===== config.mk =====
export PLATFORM = sky130hd
export DESIGN_NAME = rrhs_cfg
export DESIGN_NICKNAME = d
export VERILOG_FILES = /design/src/hw/rtl/rrhs_pkg.sv /design/src/hw/rtl/rrhs_cfg.sv
export SDC_FILE = /design/constraint.sdc
export NUM_CORES = 1
export LEC_CHECK = 0
export ABC_AREA = 1
export BUFFER_PORTS_ARGS = -buffer_cell sky130_fd_sc_hd__buf_2
export CORE_ASPECT_RATIO = 1.4
export CORE_MARGIN = 5
export CORE_UTILIZATION = 55
export CTS_BUF_LIST = sky130_fd_sc_hd__clkbuf_16
export DETAILED_ROUTE_END_ITERATION = 10
export PLACE_DENSITY = 0.85
export SYNTH_ARGS = -nofsm -noshare
export SYNTH_HDL_FRONTEND = slang
export SYNTH_SLANG_ARGS = --single-unit

===== constraint.sdc =====
create_clock -name clk -period 3 [get_ports clk]
set_input_delay 0.3 -clock clk [delete_from_list [all_inputs] [get_ports clk]]
set_output_delay 0.3 -clock clk [all_outputs]
set_load 0.005 [all_outputs]

===== src/hw/rtl/rrhs_pkg.sv =====
`default_nettype none
// ----------------------------------------------------------------------------
// rrhs_pkg
// Shared types, constants and helpers for the round-robin health selector.
// ----------------------------------------------------------------------------
package rrhs_pkg;

	localparam int NODES = 16;
	localparam int SW = $clog2(NODES);
	localparam int CW = $clog2(NODES + 1);

	typedef enum logic [1:0] {
		OP_PICK   = 2'd0,
		OP_REPORT = 2'd1,
		OP_ADD    = 2'd2,
		OP_REMOVE = 2'd3
	} op_t;

	typedef enum logic [1:0] {
		ST_OK      = 2'd0,
		ST_NO_NODE = 2'd1,
		ST_NO_SLOT = 2'd2
	} status_t;

	typedef enum logic [2:0] {
		REG_STREAK_WINDOW = 3'd0,
		REG_CHECK_INTERVAL = 3'd1,
		REG_RETRY_INTERVAL = 3'd2,
		REG_BURST_FAIL = 3'd3,
		REG_MIN_CALLS = 3'd4,
		REG_FAIL_RATIO = 3'd5
	} reg_t;

	typedef enum logic [2:0] {
		EX_IDLE,
		EX_DISPATCH,
		EX_SCAN,
		EX_REMAINDER,
		EX_FALLBACK,
		EX_REPORT,
		EX_RATIO,
		EX_DONE
	} ex_state_t;

	localparam logic [15:0] LFSR_SEED = 16'hACE1;
	localparam logic [15:0] LFSR_TAPS = 16'hB400;

	typedef struct packed {
		logic [1:0]  opcode;
		logic [3:0]  slot;
		logic [31:0] node_ip;
		logic [15:0] node_port;
		logic        node_tcp;
		logic        call_failed;
		logic [31:0] now_seconds;
	} req_t;

	typedef struct packed {
		logic [1:0]  status;
		logic [3:0]  chosen_slot;
		logic [31:0] out_ip;
		logic [15:0] out_port;
		logic        out_tcp;
	} rsp_t;

	typedef struct packed {
		logic [31:0] streak_window;
		logic [31:0] check_interval;
		logic [31:0] retry_interval;
		logic [15:0] burst_fail_count;
		logic [15:0] min_calls_for_ratio;
		logic [8:0]  fail_ratio_q8;
	} cfg_t;

	function automatic logic [31:0] sat_add(input logic [31:0] a, input logic [31:0] b);
		logic [32:0] s;
		s = {1'b0, a} + {1'b0, b};
		return s[32] ? 32'hFFFF_FFFF : s[31:0];
	endfunction

	function automatic logic [31:0] sat_inc(input logic [31:0] a);
		return (a == 32'hFFFF_FFFF) ? a : a + 32'd1;
	endfunction

endpackage
`default_nettype wire


===== src/hw/rtl/rrhs_cfg.sv =====
`default_nettype none
// ----------------------------------------------------------------------------
// rrhs_cfg
// APB register bank holding the health thresholds and intervals.
// ----------------------------------------------------------------------------
module rrhs_cfg
	import rrhs_pkg::*;
(
	input  wire logic        clk,
	input  wire logic        arst_n,
	input  wire logic        psel,
	input  wire logic        penable,
	input  wire logic        pwrite,
	input  wire logic [4:0]  paddr,
	input  wire logic [31:0] pwdata,
	output logic [31:0]      prdata,
	output logic             pready,
	output cfg_t             cfg
);
	cfg_t cfg_q;
	reg_t idx;

	assign idx = reg_t'(paddr[4:2]);
	assign pready = 1'b1;
	assign cfg = cfg_q;

	always_ff @(posedge clk or negedge arst_n) begin
		if (!arst_n) begin
			cfg_q.streak_window <= 32'd10;
			cfg_q.check_interval <= 32'd60;
			cfg_q.retry_interval <= 32'd30;
			cfg_q.burst_fail_count <= 16'd5;
			cfg_q.min_calls_for_ratio <= 16'd10;
			cfg_q.fail_ratio_q8 <= 9'd128;
		end else if (psel && penable && pwrite && paddr[1:0] == 2'b00) begin
			unique case (idx)
				REG_STREAK_WINDOW: cfg_q.streak_window <= pwdata;
				REG_CHECK_INTERVAL: cfg_q.check_interval <= pwdata;
				REG_RETRY_INTERVAL: cfg_q.retry_interval <= pwdata;
				REG_BURST_FAIL: cfg_q.burst_fail_count <= pwdata[15:0];
				REG_MIN_CALLS: cfg_q.min_calls_for_ratio <= pwdata[15:0];
				REG_FAIL_RATIO: cfg_q.fail_ratio_q8 <= pwdata[8:0];
				default: ;
			endcase
		end
	end

	always_comb begin
		prdata = '0;
		if (paddr[1:0] == 2'b00) begin
			unique case (idx)
				REG_STREAK_WINDOW: prdata = cfg_q.streak_window;
				REG_CHECK_INTERVAL: prdata = cfg_q.check_interval;
				REG_RETRY_INTERVAL: prdata = cfg_q.retry_interval;
				REG_BURST_FAIL: prdata = {16'd0, cfg_q.burst_fail_count};
				REG_MIN_CALLS: prdata = {16'd0, cfg_q.min_calls_for_ratio};
				REG_FAIL_RATIO: prdata = {23'd0, cfg_q.fail_ratio_q8};
				default: prdata = '0;
			endcase
		end
	end
endmodule
`default_nettype wire


== After elaboration in Yosys (flattened, before gate mapping) ==
Cells that the tools add are included.

* Reduce and logical (&&, ||, !) cells: 11
* Multiplexer cells: 2
* Equal/unequal tests: 5

{| class="wikitable"
|+ Operators with widths
! operator !! count
|-
| one-hot mux 32 bit (6 select lines) || 1
|-
| two-way mux 32 bit || 1
|-
| AND reduction 2 bit || 6
|-
| == test 3 x 2 -> 1 bit, second input constant || 2
|-
| == test 3 bit, second input constant || 2
|-
| == test 3 x 1 -> 1 bit, second input constant || 1
|-
| logical AND 1 bit || 3
|-
| logical NOT 3 bit || 1
|-
| logical NOT 2 bit || 1
|}

* Input port bits: 42
* Output and inout port bits: 170
* Word-level logic and storage cells: 24
* Bits in registers: 137

== Depth between registers and ports, before layout ==
* Depth in word-level cells: 4
* Gate-level depth with buffers: 9

== Least setup slack after synthesis ==
Ideal clock, no wire load.

* Path type: input-to-output
* Start: input paddr[1]
* End: output prdata[21]
* Arrival time: 1248 ps
* Required time: 2700 ps
* Cell stages on the path: 6
* Slack: 1452 ps
* Buffers on the path: 2
* Cells stage by stage: or2_1 > buf_2 > inv_1 > buf_1 > nand2_1 > inv_1

* Cells in the longest elaborated chain, start to end: 2

{| class="wikitable"
|+ RTL lines
! item !! line !! source
|-
| start, declared || rrhs_cfg.sv:14 || <nowiki>input wire logic [4:0] paddr,</nowiki>
|-
| logical NOT 2 bit || rrhs_cfg.sv:50 || <nowiki>if (paddr[1:0] == 2'b00) begin</nowiki>
|-
| two-way mux 32 bit || rrhs_cfg.sv:50 ||
|-
| end, declared || rrhs_cfg.sv:16 || <nowiki>output logic [31:0] prdata,</nowiki>
|}

No other way between the ends.

== Final worst setup path ==
* Start: input paddr[3]
* End: output prdata[1]

* Cells in the longest elaborated chain, start to end: 3
* Elaborated cells on any way between the ends: 8

{| class="wikitable"
|+ RTL lines
! item !! line !! source
|-
| == test 3 bit (tied with other cells) || rrhs_cfg.sv:51 || <nowiki>unique case (idx)</nowiki>
|-
| one-hot mux 32 bit (6 select lines) * || rrhs_cfg.sv:51 ||
|-
| two-way mux 32 bit * || rrhs_cfg.sv:50 ||
|}

Every way passes the cells marked *; elsewhere a longest branch is shown, timed or not.

==> results.py <==
metrics = {
    "pwr": {
        "p_per_area_nw_per_um2": 611.0,
        "ir_drop_mv": 0.4131,
        "seqPwrFrac_pct": 43.4,
        "power_switching_w": 0.001247,
        "cellLeakagePower_nw": 4.539,
        "power_frac_comb_pct": 11.0,
        "clkPwrFrac_pct": 45.6,
        "p_sw_share_pct": 25.25,
        "p_int_w": 0.003693,
        "p_total_w": 0.004940,
    },
    "layout": {
        "diodes": 0,
        "fillers": 899,
        "finish.utilization_pct": 71.31,
        "drive_above_1_share_pct": 27.76,
        "area_delta_synth_final_pct": 27.03,
        "final_nets": 1017,
        "largest_reg_flops": 137,
        "instances_no_fill": 1131,
    },
    "global_route": {
        "grt_max_degree": 80,
        "grt_first_pass_wirelength_um": 30410,
        "grt_usage_pct": 28.32,
        "grt_pass1_vias": 5956,
        "antenna_found_initial": 0,
        "grt_overflow_total": 0,
    },
    "cts": {
        "cts-root-buf": "clkbuf_16",
        "cts_buffer_depth": 2,
        "numCtsBuffers": 17,
        "cts_sinks": 137,
        "cts_tree": "built",
        "clk_pin_slew_worst_paths_ns": 0.06,
        "clkLatencyLatePin_ns": 0.42,
        "cts_max_level": 4,
    },
    "floorplan": {
        "boundaryPins": 212,
        "fp.coreArea_um2": 11340,
        "fp.dieW_um": 100.9,
        "dieArea_um2": 13850,
        "rows": 46,
        "die_h_um": 137.3,
        "initial_core_util_pct": 56.14,
    },
    "timing": {
        "max_slew_margin_pct": 36.39,
        "fin_crit_sh_pct": 79.60,
        "tightest_slew_ns": 0.9542,
        "max_freq_ghz": 0.4188,
        "fin_setup_tns_ns": 0,
        "hold_viol": 0,
        "finalMaxSlewViolations": 0,
        "setup_viol": 0,
        "finClkSkew_ns": 0,
        "finalWorstPathRequiredPeriod_ns": 2.388,
        "rsz0062_at_grt": "no",
    },
    "run": {
        "drv_cap": 0,
    },
    "logic_synthesis": {
        "netlist_area_um2": 6365,
        "netlist_instances": 786,
        "avgSynthCellArea_um2": 8.098,
        "synthArstFlopShare_pct": 100.0,
        "syn-num-nets": 828,
        "synth_cell_types": 26,
        "ys_ff_latch": 137,
        "yosysWarnings": 0,
        "synthFlopType": "dfrtp_1",
        "yosysSeqAreaShare_pct": 54.16,
        "synth-edff-count": 0,
    },
    "place": {
        "port_buffers": 210,
        "hpwl_um": 12910,
        "dp_cells": 1099,
        "gp_congestion": 0.8488,
    },
    "outcome": {
        "status": "finished, final reports clean",
    },
    "drt": {
        "wl_per_cell_um": 17.19,
        "via_count": 6218,
        "drtAntennaViolNets": 0,
        "via_per_inst": 5.498,
        "dr.pass1.iters": 6,
        "drc": 0,
        "routed_wl_um": 19440,
        "drtIter0Drc": 393,
    },
    "min_path": {
        "hp-start": "pwdata[26]",
        "hold_path_depth": 3,
        "holdCritPathClass": "in -> reg",
        "worstHoldEndpoint": "cfg[67]",
    },
    "setup_path": {
        "cp.required_ns": 2.70,
        "crit_fanout": 23,
        "path_class": "in -> out",
        "r2r_end": "cfg[27]",
        "ff2ff_path_depth": 2,
        "critPathLaunchType": "primary input",
        "cp_data_arrival_time_ns": 2.09,
        "cp-end-kind": "primary output",
        "ff2ff_setup_slack_ns": 2.18,
        "r2r-start": "cfg[27]",
    },
}
==> what timing repair did <==
item | in CTS | in global routing
endpoints found under the hold margin | 71 | 0
gates resized for setup | 0 | 0
hold buffers | 1 | 0
setup buffers | 0 | 0
==> how the worst max path moves through the flow <==
stage	start	endpoint	slack, ns	depth (start not counted)
after CTS	paddr[0]	prdata[16]	0.62	6
final	paddr[3]	prdata[1]	0.61	10
after detailed placement	paddr[3]	cfg[45]	0.53	5
after floorplan	paddr[1]	prdata[21]	1.45	6
after global placement	paddr[0]	prdata[19]	0.63	6
after global routing	paddr[0]	prdata[18]	0.45	6
==> power by group through the flow <==
stage | clock (W) | sequential, W | combinational [W]
floorplan | 0 | 0.00216 | 0.000227
global placement | 0 | 0.00217 | 0.000525
detailed placement | 0 | 0.00217 | 0.000544
CTS | 0.00225 | 0.00214 | 0.000552
global route | 0.00233 | 0.00216 | 0.000613
finish | 0.00225 | 0.00214 | 0.000545
==> placed cells by master, fill, tap and decap left out, types with 2 or more instances in the layout <==
cell type   Yosys  final
nand2_1       264    264
buf_2          36    209
dfrtp_1       122    122
o21ai_0        73     73
o21ai_1        64     64
inv_1          61     61
nand3_1        58     58
nor2_1         29     29
nand4_1        25     25
clkbuf_16       0     17
dfstp_2        15     15
a21oi_1         9      9
buf_4           5      6
clkinv_1        1      5
bufinv_16       0      5
nor2_4          4      4
nand2_4         3      3
clkinvlp_4      0      3
nor3_4          1      2
inv_2           2      2
clkinv_4        0      2
buf_12          0      2
==> metal layers <==
| metal | global-route usage, % | vias up | share of wire, % | wire (µm) |
|---|---|---|---|---|
| met5 | 0 | - | 0 | 0 |
| met4 | 11.83 | 0 | 2.8 | 552 |
| met1 | 32.77 | 2921 | 36 | 7071 |
| met2 | 50.15 | 324 | 53 | 10270 |
| met3 | 6.434 | 49 | 8.0 | 1551 |
| li1 | - | 2924 | - | - |
==> kinds of logic after synthesis <==
kind of cell / share of synthesized area, %
compound gates: 11.48
buf+inv: 7.686
flops: 54.16
other cells: 0.05892
simple gates: 26.62
==> worst max-delay path: stages <==
cell,delay (ns)
buf_2,0.27
inv_2,0.29
nand2_1,0.13
nor2_4,0.34
buf_12,0.23
nand2_1,0.07
nand2_1,0.06
inv_1,0.05
a21oi_1,0.17
buf_2,0.16
==> per-stage QoR <==
| step | hold WS, ns | area (µm²) | setup slack (ns) |
|---|---|---|---|
| floorplan | 0.004409 | 6365 | 1.452 |
| global placement | 0.3755 | 7445 | 0.6291 |
| detailed placement | 0.3820 | 7445 | 0.5295 |
| CTS | 0.1450 | 8085 | 0.6206 |
| global route | 0.1457 | 8085 | 0.4479 |
| finish | 0.1458 | 8085 | 0.6119 |
==> cells in the mapped netlist (2+ instances only) <==
| library cell | n | share of area [%] |
|---|---|---|
| o21ai_0 | 73 | 5.7 |
| nor2_4 | 4 | 0.71 |
| nand3_1 | 58 | 4.6 |
| o21ai_1 | 64 | 5.0 |
| nand4_1 | 25 | 2.5 |
| buf_2 | 36 | 2.8 |
| nor2_1 | 29 | 1.7 |
| inv_1 | 61 | 3.6 |
| inv_2 | 2 | 0.12 |
| buf_4 | 5 | 0.59 |
| dfstp_2 | 15 | 6.2 |
| nand2_1 | 264 | 16 |
| clkbuf_1 | 6 | 0.35 |
| nand2_4 | 3 | 0.53 |
| a21oi_1 | 9 | 0.71 |
| dfrtp_1 | 122 | 48 |
==> area by class of cell <==
| cell class | count | area, µm² | share of cell area [%] |
|---|---|---|---|
| sequential | 137 | 3447 | 42.63 |
| multi-input combinational | 536 | 2435 | 30.11 |
| timing repair buffer | 219 | 1152 | 14.25 |
| clock buffer | 17 | 425.4 | 5.262 |
| inverter | 64 | 240.2 | 2.971 |
| clock inverter | 14 | 205.2 | 2.538 |
| tap | 144 | 180.2 | 2.228 |
No activity file was read; power rests on OpenSTA's default activity.
