### config.mk
export PLATFORM = sky130hd
export DESIGN_NAME = rrhs_fifo_flat
export DESIGN_NICKNAME = d
export VERILOG_FILES = /design/src/hw/rtl/rrhs_pkg.sv /design/src/hw/rtl/rrhs_if.sv /design/src/hw/rtl/rrhs_fifo.sv /design/src/flat_wrapper.sv
export SDC_FILE = /design/constraint.sdc
export NUM_CORES = 1
export LEC_CHECK = 0
export ABC_CLOCK_PERIOD_IN_PS = 7400
export BUFFER_PORTS_ARGS = -buffer_cell sky130_fd_sc_hd__buf_2
export CORE_AREA = 2 2 134 149
export CTS_CLUSTER_DIAMETER = 150
export DETAILED_ROUTE_END_ITERATION = 12
export DIE_AREA = 0 0 136 151
export SLEW_MARGIN = 40
export SYNTH_ARGS = -nofsm -noshare
export SYNTH_HDL_FRONTEND = slang
export SYNTH_SLANG_ARGS = --single-unit
### constraint.sdc
create_clock -name clk -period 7.4 [get_ports clk]
set_clock_uncertainty 0.05 [all_clocks]
set_input_delay 1.48 -clock clk [delete_from_list [all_inputs] [get_ports clk]]
set_output_delay 1.48 -clock clk [all_outputs]
set_load 0.005 [all_outputs]
### src/hw/rtl/rrhs_pkg.sv
`default_nettype none
// ----------------------------------------------------------------------------
// rrhs_pkg
// Shared types, constants and helpers for the round-robin health selector.
// ----------------------------------------------------------------------------
package rrhs_pkg;

	localparam int NODES = 16;
	localparam int SW = $clog2(NODES);
	localparam int CW = $clog2(NODES + 1);

	typedef enum logic [1:0] {
		OP_PICK   = 2'd0,
		OP_REPORT = 2'd1,
		OP_ADD    = 2'd2,
		OP_REMOVE = 2'd3
	} op_t;

	typedef enum logic [1:0] {
		ST_OK      = 2'd0,
		ST_NO_NODE = 2'd1,
		ST_NO_SLOT = 2'd2
	} status_t;

	typedef enum logic [2:0] {
		REG_STREAK_WINDOW = 3'd0,
		REG_CHECK_INTERVAL = 3'd1,
		REG_RETRY_INTERVAL = 3'd2,
		REG_BURST_FAIL = 3'd3,
		REG_MIN_CALLS = 3'd4,
		REG_FAIL_RATIO = 3'd5
	} reg_t;

	typedef enum logic [2:0] {
		EX_IDLE,
		EX_DISPATCH,
		EX_SCAN,
		EX_REMAINDER,
		EX_FALLBACK,
		EX_REPORT,
		EX_RATIO,
		EX_DONE
	} ex_state_t;

	localparam logic [15:0] LFSR_SEED = 16'hACE1;
	localparam logic [15:0] LFSR_TAPS = 16'hB400;

	typedef struct packed {
		logic [1:0]  opcode;
		logic [3:0]  slot;
		logic [31:0] node_ip;
		logic [15:0] node_port;
		logic        node_tcp;
		logic        call_failed;
		logic [31:0] now_seconds;
	} req_t;

	typedef struct packed {
		logic [1:0]  status;
		logic [3:0]  chosen_slot;
		logic [31:0] out_ip;
		logic [15:0] out_port;
		logic        out_tcp;
	} rsp_t;

	typedef struct packed {
		logic [31:0] streak_window;
		logic [31:0] check_interval;
		logic [31:0] retry_interval;
		logic [15:0] burst_fail_count;
		logic [15:0] min_calls_for_ratio;
		logic [8:0]  fail_ratio_q8;
	} cfg_t;

	function automatic logic [31:0] sat_add(input logic [31:0] a, input logic [31:0] b);
		logic [32:0] s;
		s = {1'b0, a} + {1'b0, b};
		return s[32] ? 32'hFFFF_FFFF : s[31:0];
	endfunction

	function automatic logic [31:0] sat_inc(input logic [31:0] a);
		return (a == 32'hFFFF_FFFF) ? a : a + 32'd1;
	endfunction

endpackage
`default_nettype wire

### src/hw/rtl/rrhs_if.sv
`default_nettype none
// ----------------------------------------------------------------------------
// rrhs_if
// Valid/ready stream channel carrying one request (req_t) or response (rsp_t) word.
// ----------------------------------------------------------------------------
interface rrhs_req_if;
	import rrhs_pkg::*;
	logic valid;
	logic ready;
	req_t data;
	modport source (output valid, output data, input ready);
	modport sink (input valid, input data, output ready);
endinterface

`default_nettype wire

### src/hw/rtl/rrhs_fifo.sv
`default_nettype none
// ----------------------------------------------------------------------------
// rrhs_fifo
// Two-entry request queue between the front and the execution engine.
// ----------------------------------------------------------------------------
module rrhs_fifo
	import rrhs_pkg::*;
(
	input  wire logic clk,
	input  wire logic arst_n,
	rrhs_req_if.sink   in_ch,
	rrhs_req_if.source out_ch
);
	req_t mem_q [2];
	logic wp_q, rp_q;
	logic [1:0] cnt_q;
	logic push, pop;

	assign in_ch.ready = (cnt_q != 2'd2);
	assign out_ch.valid = (cnt_q != 2'd0);
	assign out_ch.data = mem_q[rp_q];
	assign push = in_ch.valid && in_ch.ready;
	assign pop = out_ch.valid && out_ch.ready;

	always_ff @(posedge clk) begin
		if (push) mem_q[wp_q] <= in_ch.data;
	end

	always_ff @(posedge clk or negedge arst_n) begin
		if (!arst_n) begin
			wp_q <= 1'b0;
			rp_q <= 1'b0;
			cnt_q <= 2'd0;
		end else begin
			if (push) wp_q <= ~wp_q;
			if (pop) rp_q <= ~rp_q;
			cnt_q <= cnt_q + {1'b0, push} - {1'b0, pop};
		end
	end

`ifndef SYNTHESIS
	a_no_overflow: assert property (@(posedge clk) disable iff (!arst_n)
		cnt_q == 2'd2 |-> !in_ch.ready) else $error("queue overflow");
	a_cnt_range: assert property (@(posedge clk) disable iff (!arst_n)
		cnt_q != 2'd3) else $error("queue count out of range");
	a_empty_valid: assert property (@(posedge clk) disable iff (!arst_n)
		cnt_q == 2'd0 |-> !out_ch.valid) else $error("valid from empty queue");
`endif
endmodule
`default_nettype wire

### src/flat_wrapper.sv
// flat-port wrapper written by rule: the top's interface ports become plain ports
module rrhs_fifo_flat import rrhs_pkg::*;
  (clk, arst_n, in_ch_valid, in_ch_data, in_ch_ready, out_ch_valid, out_ch_data, out_ch_ready);
  rrhs_req_if in_ch_i ();
  rrhs_req_if out_ch_i ();
  input  wire logic clk;
  input  wire logic arst_n;
  input wire logic [$bits(in_ch_i.valid)-1:0] in_ch_valid;
  input wire logic [$bits(in_ch_i.data)-1:0] in_ch_data;
  output wire logic [$bits(in_ch_i.ready)-1:0] in_ch_ready;
  output wire logic [$bits(out_ch_i.valid)-1:0] out_ch_valid;
  output wire logic [$bits(out_ch_i.data)-1:0] out_ch_data;
  input wire logic [$bits(out_ch_i.ready)-1:0] out_ch_ready;
  assign in_ch_i.valid = in_ch_valid;
  assign in_ch_i.data = in_ch_data;
  assign in_ch_ready = in_ch_i.ready;
  assign out_ch_valid = out_ch_i.valid;
  assign out_ch_data = out_ch_i.data;
  assign out_ch_i.ready = out_ch_ready;
  rrhs_fifo u_core (.clk(clk), .arst_n(arst_n), .in_ch(in_ch_i), .out_ch(out_ch_i));
endmodule
== After elaboration in Yosys (flattened, before gate mapping) ==
Memories as Yosys holds them, arrays and structs flattened.
Index checks and enable logic that the tools add are counted.

* Muxes and demuxes: 2
* Equal/unequal tests: 1
* Add/sub/neg operators: 2
* Reductions and logical operators: 3
* Bitwise gates (word level): 2

{| class="wikitable"
|+ Operators with widths
! cell !! number
|-
| $add A2 B1 Y2 || 1
|-
| $logic_and A1 B1 Y1 || 2
|-
| $mux W1 || 2
|-
| $ne A2 B2 Y1 const B || 1
|-
| $not A1 Y1 || 2
|-
| $reduce_bool A2 Y1 || 1
|-
| $sub A2 B1 Y2 || 1
|}

* Output and inout bits: 90
* Input port bits: 92
* Word-level logic and storage cells: 14
* Bits in registers: 4
* Memory bits (writable): 176
* Memories kept: 1

{| class="wikitable"
|+ Memories
! memory !! words !! width !! rd ports !! clocked after Yosys merged registers in !! wr ports !! line !! text
|-
| u_core.mem_q || 2 || 88 || 1 || 0 || 1 || rrhs_fifo.sv:14 || <nowiki>req_t mem_q [2];</nowiki>
|}

== Depth between registers and ports, before layout ==
* Word-level depth: 4
* Gate-level depth with buffers: 7
* Mapped depth without buffers: 7

== Worst setup path before layout ==
Ideal clock, no wire load.

* Path kind: input -> register
* Start point: input port in_ch_valid
* End point: memory u_core.mem_q[0][0] in the netlist's numbering (enable)
* Library setup time: 0.535 ns
* Buffers on the path: 0
* Required time: 6.815 ns
* Stages on the path: 2
* Data arrival time: 5.236 ns
* Slack: 1.579 ns
* Path through: nand2_1 -> nor2_1

* Word-level cells in the longest chain between the ends: 3

{| class="wikitable"
|+ Ends and longest elaborated chain
! what !! line !! text
|-
| start, declared || flat_wrapper.sv:8 || <nowiki>input wire logic [$bits(in_ch_i.valid)-1:0] in_ch_valid;</nowiki>
|-
| $logic_and A1 B1 Y1 || rrhs_fifo.sv:22 || <nowiki>assign push = in_ch.valid && in_ch.ready;</nowiki>
|-
| $mux W1 || rrhs_fifo.sv:26 || <nowiki>if (push) mem_q[wp_q] <= in_ch.data;</nowiki>
|-
| $mux W1 (not written as such) || rrhs_fifo.sv:26 ||
|-
| end, declared || rrhs_fifo.sv:14 ||
|}

No other way between the ends.

== Worst setup path after layout ==
* Start point: register u_core.rp_q
* End point: output port out_ch_data[2]

* Word-level cells in the longest chain between the ends: 1

{| class="wikitable"
|+ Ends and longest elaborated chain
! what !! line !! text
|-
| start, declared || rrhs_fifo.sv:15 || <nowiki>logic wp_q, rp_q;</nowiki>
|-
| start signal, assigned || rrhs_fifo.sv:36 || <nowiki>if (pop) rp_q <= ~rp_q;</nowiki>
|-
| $mem_v2 Z2 W88 || -- ||
|-
| end, declared || flat_wrapper.sv:12 || <nowiki>output wire logic [$bits(out_ch_i.data)-1:0] out_ch_data;</nowiki>
|}

No other way between the ends.

==> flow_results.org <==
** Place
- Routability-driven placement congestion ratio :: 0.708
- Input and output buffers added on the ports amount to 181.
- The HPWL after detailed placement is 7890 µm.
- Worst slack, placed :: 3.65 ns

** Worst setup path
- Critical path buffers and inverters :: 2
- Crit Path Max Fanout :: 63
- Critical Path, Cell by Cell :: buf_6 -> mux2_2 -> buf_2
- For the worst setup path, the data arrival time is 2.32 ns.
- Category of the critical setup timing path :: reg2out
- STA classifies the critical path endpoint as a primary output.
- Required arrival time at the worst endpoint :: 5.87 ns
- The most critical setup path has its startpoint at u_core.rp_q.
- In this run the critical register-to-register path is launched from u_core.cnt_q[1].
- Reg-to-reg slack, setup :: 5.29 ns
- For this design, the slowest cell found on the critical path is dfrtp_4.
- Longest individual stage delay on the worst path :: 0.72 ns
- Dominant delay contributor by cell family on the critical path :: flip-flops
- Setup crit start kind :: register

** Clock tree
- The clock reaches the later pin of the worst-skew pair after 0.42 ns.
- TritonCTS built the clock tree.
- Clock net sink count :: 180
- Clock-pin slew was measured on the worst setup and hold paths at 0.06 ns.
- Count of H-tree levels built during CTS :: 4
- Clock Root Buffer :: clkbuf_16
- The number of gates resized after CTS was 0.
- The number of setup buffers added after CTS is 0.
- In this run, post-CTS hold repair placed 0 buffers.
- Number of buffers created by CTS :: 17
- No sink is reached through more buffers than the 2 on the longest clock path.

** Yosys
- Post-Synthesis Cell Area :: 6590 µm²
- Total nets after synthesis :: 387
- Compound-gate portion of the synthesized area :: 0%
- Adder-cell area share of the yosys netlist :: 0.380%
- In this run, distinct cell masters in the synthesized netlist total 16.
- The synthesized netlist devotes 0.532% of its cell area to XOR and XNOR gates.
- Sequential area share after synthesis :: 81.8%
- Synthesis inferred 180 register bits.
- Main combinational cell family by area after synthesis :: multiplexers
- Syn avg cell area :: 22.5 µm²
- Portion of netlist area occupied by mux cells :: 15.6%
- The synthesized netlist devotes 0.494% of its cell area to simple gates.
- Yosys synthesis warning count :: 0
- Mapped Cells :: 293

** Routing
- Wire length per cell after detailed routing :: 16.5 µm
- The pre-antenna-repair detailed-routing pass consisted of 4 iterations.
- In the routed design, unresolved DRC markers number 0.
- In this run the remaining antenna-violating nets after routing total 0.
- Ratio of routed vias to standard cells :: 4.47
- The routed layout has 3,337 vias.
- The detailed router finished its first iteration with 171 violations.
- Sum of routed wire length over all layers :: 12,300 µm

** Floorplan
- Core outline area :: 19,000 µm²
- The floorplan step set the die width to 136 µm.
- For this configuration, the core starts out at a cell density of 34.7%.
- Pin placement for this block handled 182 I/O pins.
- Standard-cell row count :: 53
- Die area :: 20,500 µm²
- The die is 151 µm tall.

** Power and ir drop
- Of the total power, registers draw 45.4%.
- Power share of the combinational group :: 26.0%
- The design draws 3.26 mW.
- Cell internal power was estimated by the tool at 2.40 mW.
- IR drop worst, VDD :: 146 µV
- The clock network burns 28.6% of the power.
- Summed over all cells, the static leakage comes to 3.17 nW.
- The analysis attributes to net switching a power of 863 µW.
- Net switching is 26.5% of the power.
- Power density over the cells :: 388 nW/µm²

** Final layout
- From synthesis to final layout, the design area changed by 27.7%.
- Share of cells above drive strength 1 :: 61.2%
- Core occupancy in the finished layout :: 44.3%
- # diodes :: 0
- The net count of the finished layout is 581.

** Timing
- Setup repair after global routing left no endpoint under its margin.
- TNS Setup :: 0 ns
- At the pin with the least slew margin, the transition time is 0.686 ns.
- After layout, the worst setup slack is 3.55 ns.
- Based on the critical path, the design can be clocked at up to 259 MHz.
- Headroom to the max-slew limit :: 54.3%
- Setup violations remaining at the end of the flow were counted as 0.
- Final cycle utilization of the critical path :: 52.1%
- Across all hold checks on the routed design, the worst slack comes to 0.458 ns.
- The number of hold violations in the final report is 0.
- The number of max-slew violations in the final report came to 0.
- The worst path in the final design needs a cycle of 3.85 ns, including I/O delays and setup.

** GRT
- Number of antenna violations at the first check in global routing :: 1
- The number of global-route vias before repair was 3,527.
- Maximum number of pins on one net before global-route repair :: 69
- Met2 layer usage reported by global route :: 20.9%
- In the global route stage, met1 resource usage came out at 14.0%.
- In the global route stage, met3 resource usage came out at 4.52%.
- Wire length of the first global-routing pass :: 18,600 µm
- Overflow left after global routing :: 0
- Overall routing resource usage :: 12.3%
- Most utilized layer in the global route result :: met2

** Run status
- The run finished with clean final reports.

** Hold path
- Hold Path Class :: reg2reg
- The worst hold path begins at u_core.cnt_q[1].

** Run
- Max capacitance violation total :: 0
-- area by class of cell --
cell class / instances / area (µm²)
repair buffers: 185 / 955
well taps: 247 / 309
clock buffers: 19 / 433
flip-flops and latches: 180 / 5390
multi-input cells: 100 / 1130
clock inverters: 13 / 179
inverters: 3 / 11.3
fillers: 1728 / 10600
-- placed cells by master, fill, tap and decap left out --
cell type,count
buf_2,181
edfxtp_1,176
mux2_2,78
clkbuf_16,17
mux2_4,10
bufinv_16,4
clkinv_2,4
inv_1,3
xnor2_1,3
inv_6,3
buf_6,3
dfrtp_1,3
ha_1,2
clkbuf_1,2
nand2b_1,1
nand2_1,1
and3_4,1
nor2_4,1
or2_2,1
and2_1,1
xor2_1,1
clkinv_1,1
clkinv_4,1
buf_8,1
dfrtp_4,1
-- synthesized netlist by cell type (all sizes together) --
cell / number / area share (%)
inv: 3 / 0.17
or2: 1 / 0.095
dfrtp: 4 / 1.5
nand2b: 1 / 0.095
xor2: 1 / 0.13
edfxtp: 176 / 80
buf: 10 / 1.0
and3: 1 / 0.095
nor2: 1 / 0.057
mux2: 88 / 16
xnor2: 3 / 0.40
ha: 2 / 0.38
and2: 1 / 0.095
nand2: 1 / 0.057
-- worst reg2reg max path, cell delays in order, from the launching register on --
cell and delay [ns]:
dfrtp_1 0.40, nand2b_1 0.12, nand2_1 0.14, nor2_4 0.43, buf_6 0.57
-- state kept, by name, indices dropped and copies added, names as in the netlist --
signal,flops
u_core.wp_q,1
u_core.mem_q,176
u_core.rp_q,1
u_core.cnt_q,2
-- stage by stage --
stage | cells | area (µm²)
after floorplan | 293 | 6590
after global placement | 714 | 7770
after detailed placement | 714 | 7780
after CTS | 746 | 8390
after global routing | 747 | 8410
final | 747 | 8410
-- logic make-up (layout without fill, tap and decap cells) --
group | after synthesis | in the layout
xor+xnor | 4 | 4
fa+ha+maj | 2 | 2
buf+inv | 13 | 220
flops | 180 | 180
mux | 88 | 88
simple gates | 6 | 6
-- per-layer routing --
| layer | wire length, µm | part of all wire [%] |
|---|---|---|
| met1 | 4890 | 40 |
| met4 | 215 | 1.7 |
| met2 | 6360 | 52 |
| met3 | 849 | 6.9 |
| met5 | 13 | 0.11 |
-- path summary, 6_finish.rpt --
| path | end | cells past startpoint |
|---|---|---|
| setup / recovery | out_ch_data[2] | 3 |
| hold / removal | u_core.cnt_q[1] | 1 |
| setup reg to reg | u_core.mem_q[0][52] | 4 |
| hold reg to reg | u_core.cnt_q[1] | 1 |
| max in group asynchronous | u_core.rp_q | 1 |
| min in group asynchronous | u_core.rp_q | 1 |
-- power groups by stage --
| stage | Sequential, mW | Clock [mW] | Combinational, mW |
|---|---|---|---|
| final | 1.48 | 0.931 | 0.848 |
| after global routing | 1.50 | 0.999 | 0.939 |
| after CTS | 1.49 | 0.962 | 0.873 |
| after detailed placement | 1.51 | 0 | 0.870 |
| after global placement | 1.49 | 0 | 0.855 |
| after floorplan | 1.48 | 0 | 0.549 |
(Power assumes the default switching activity.)
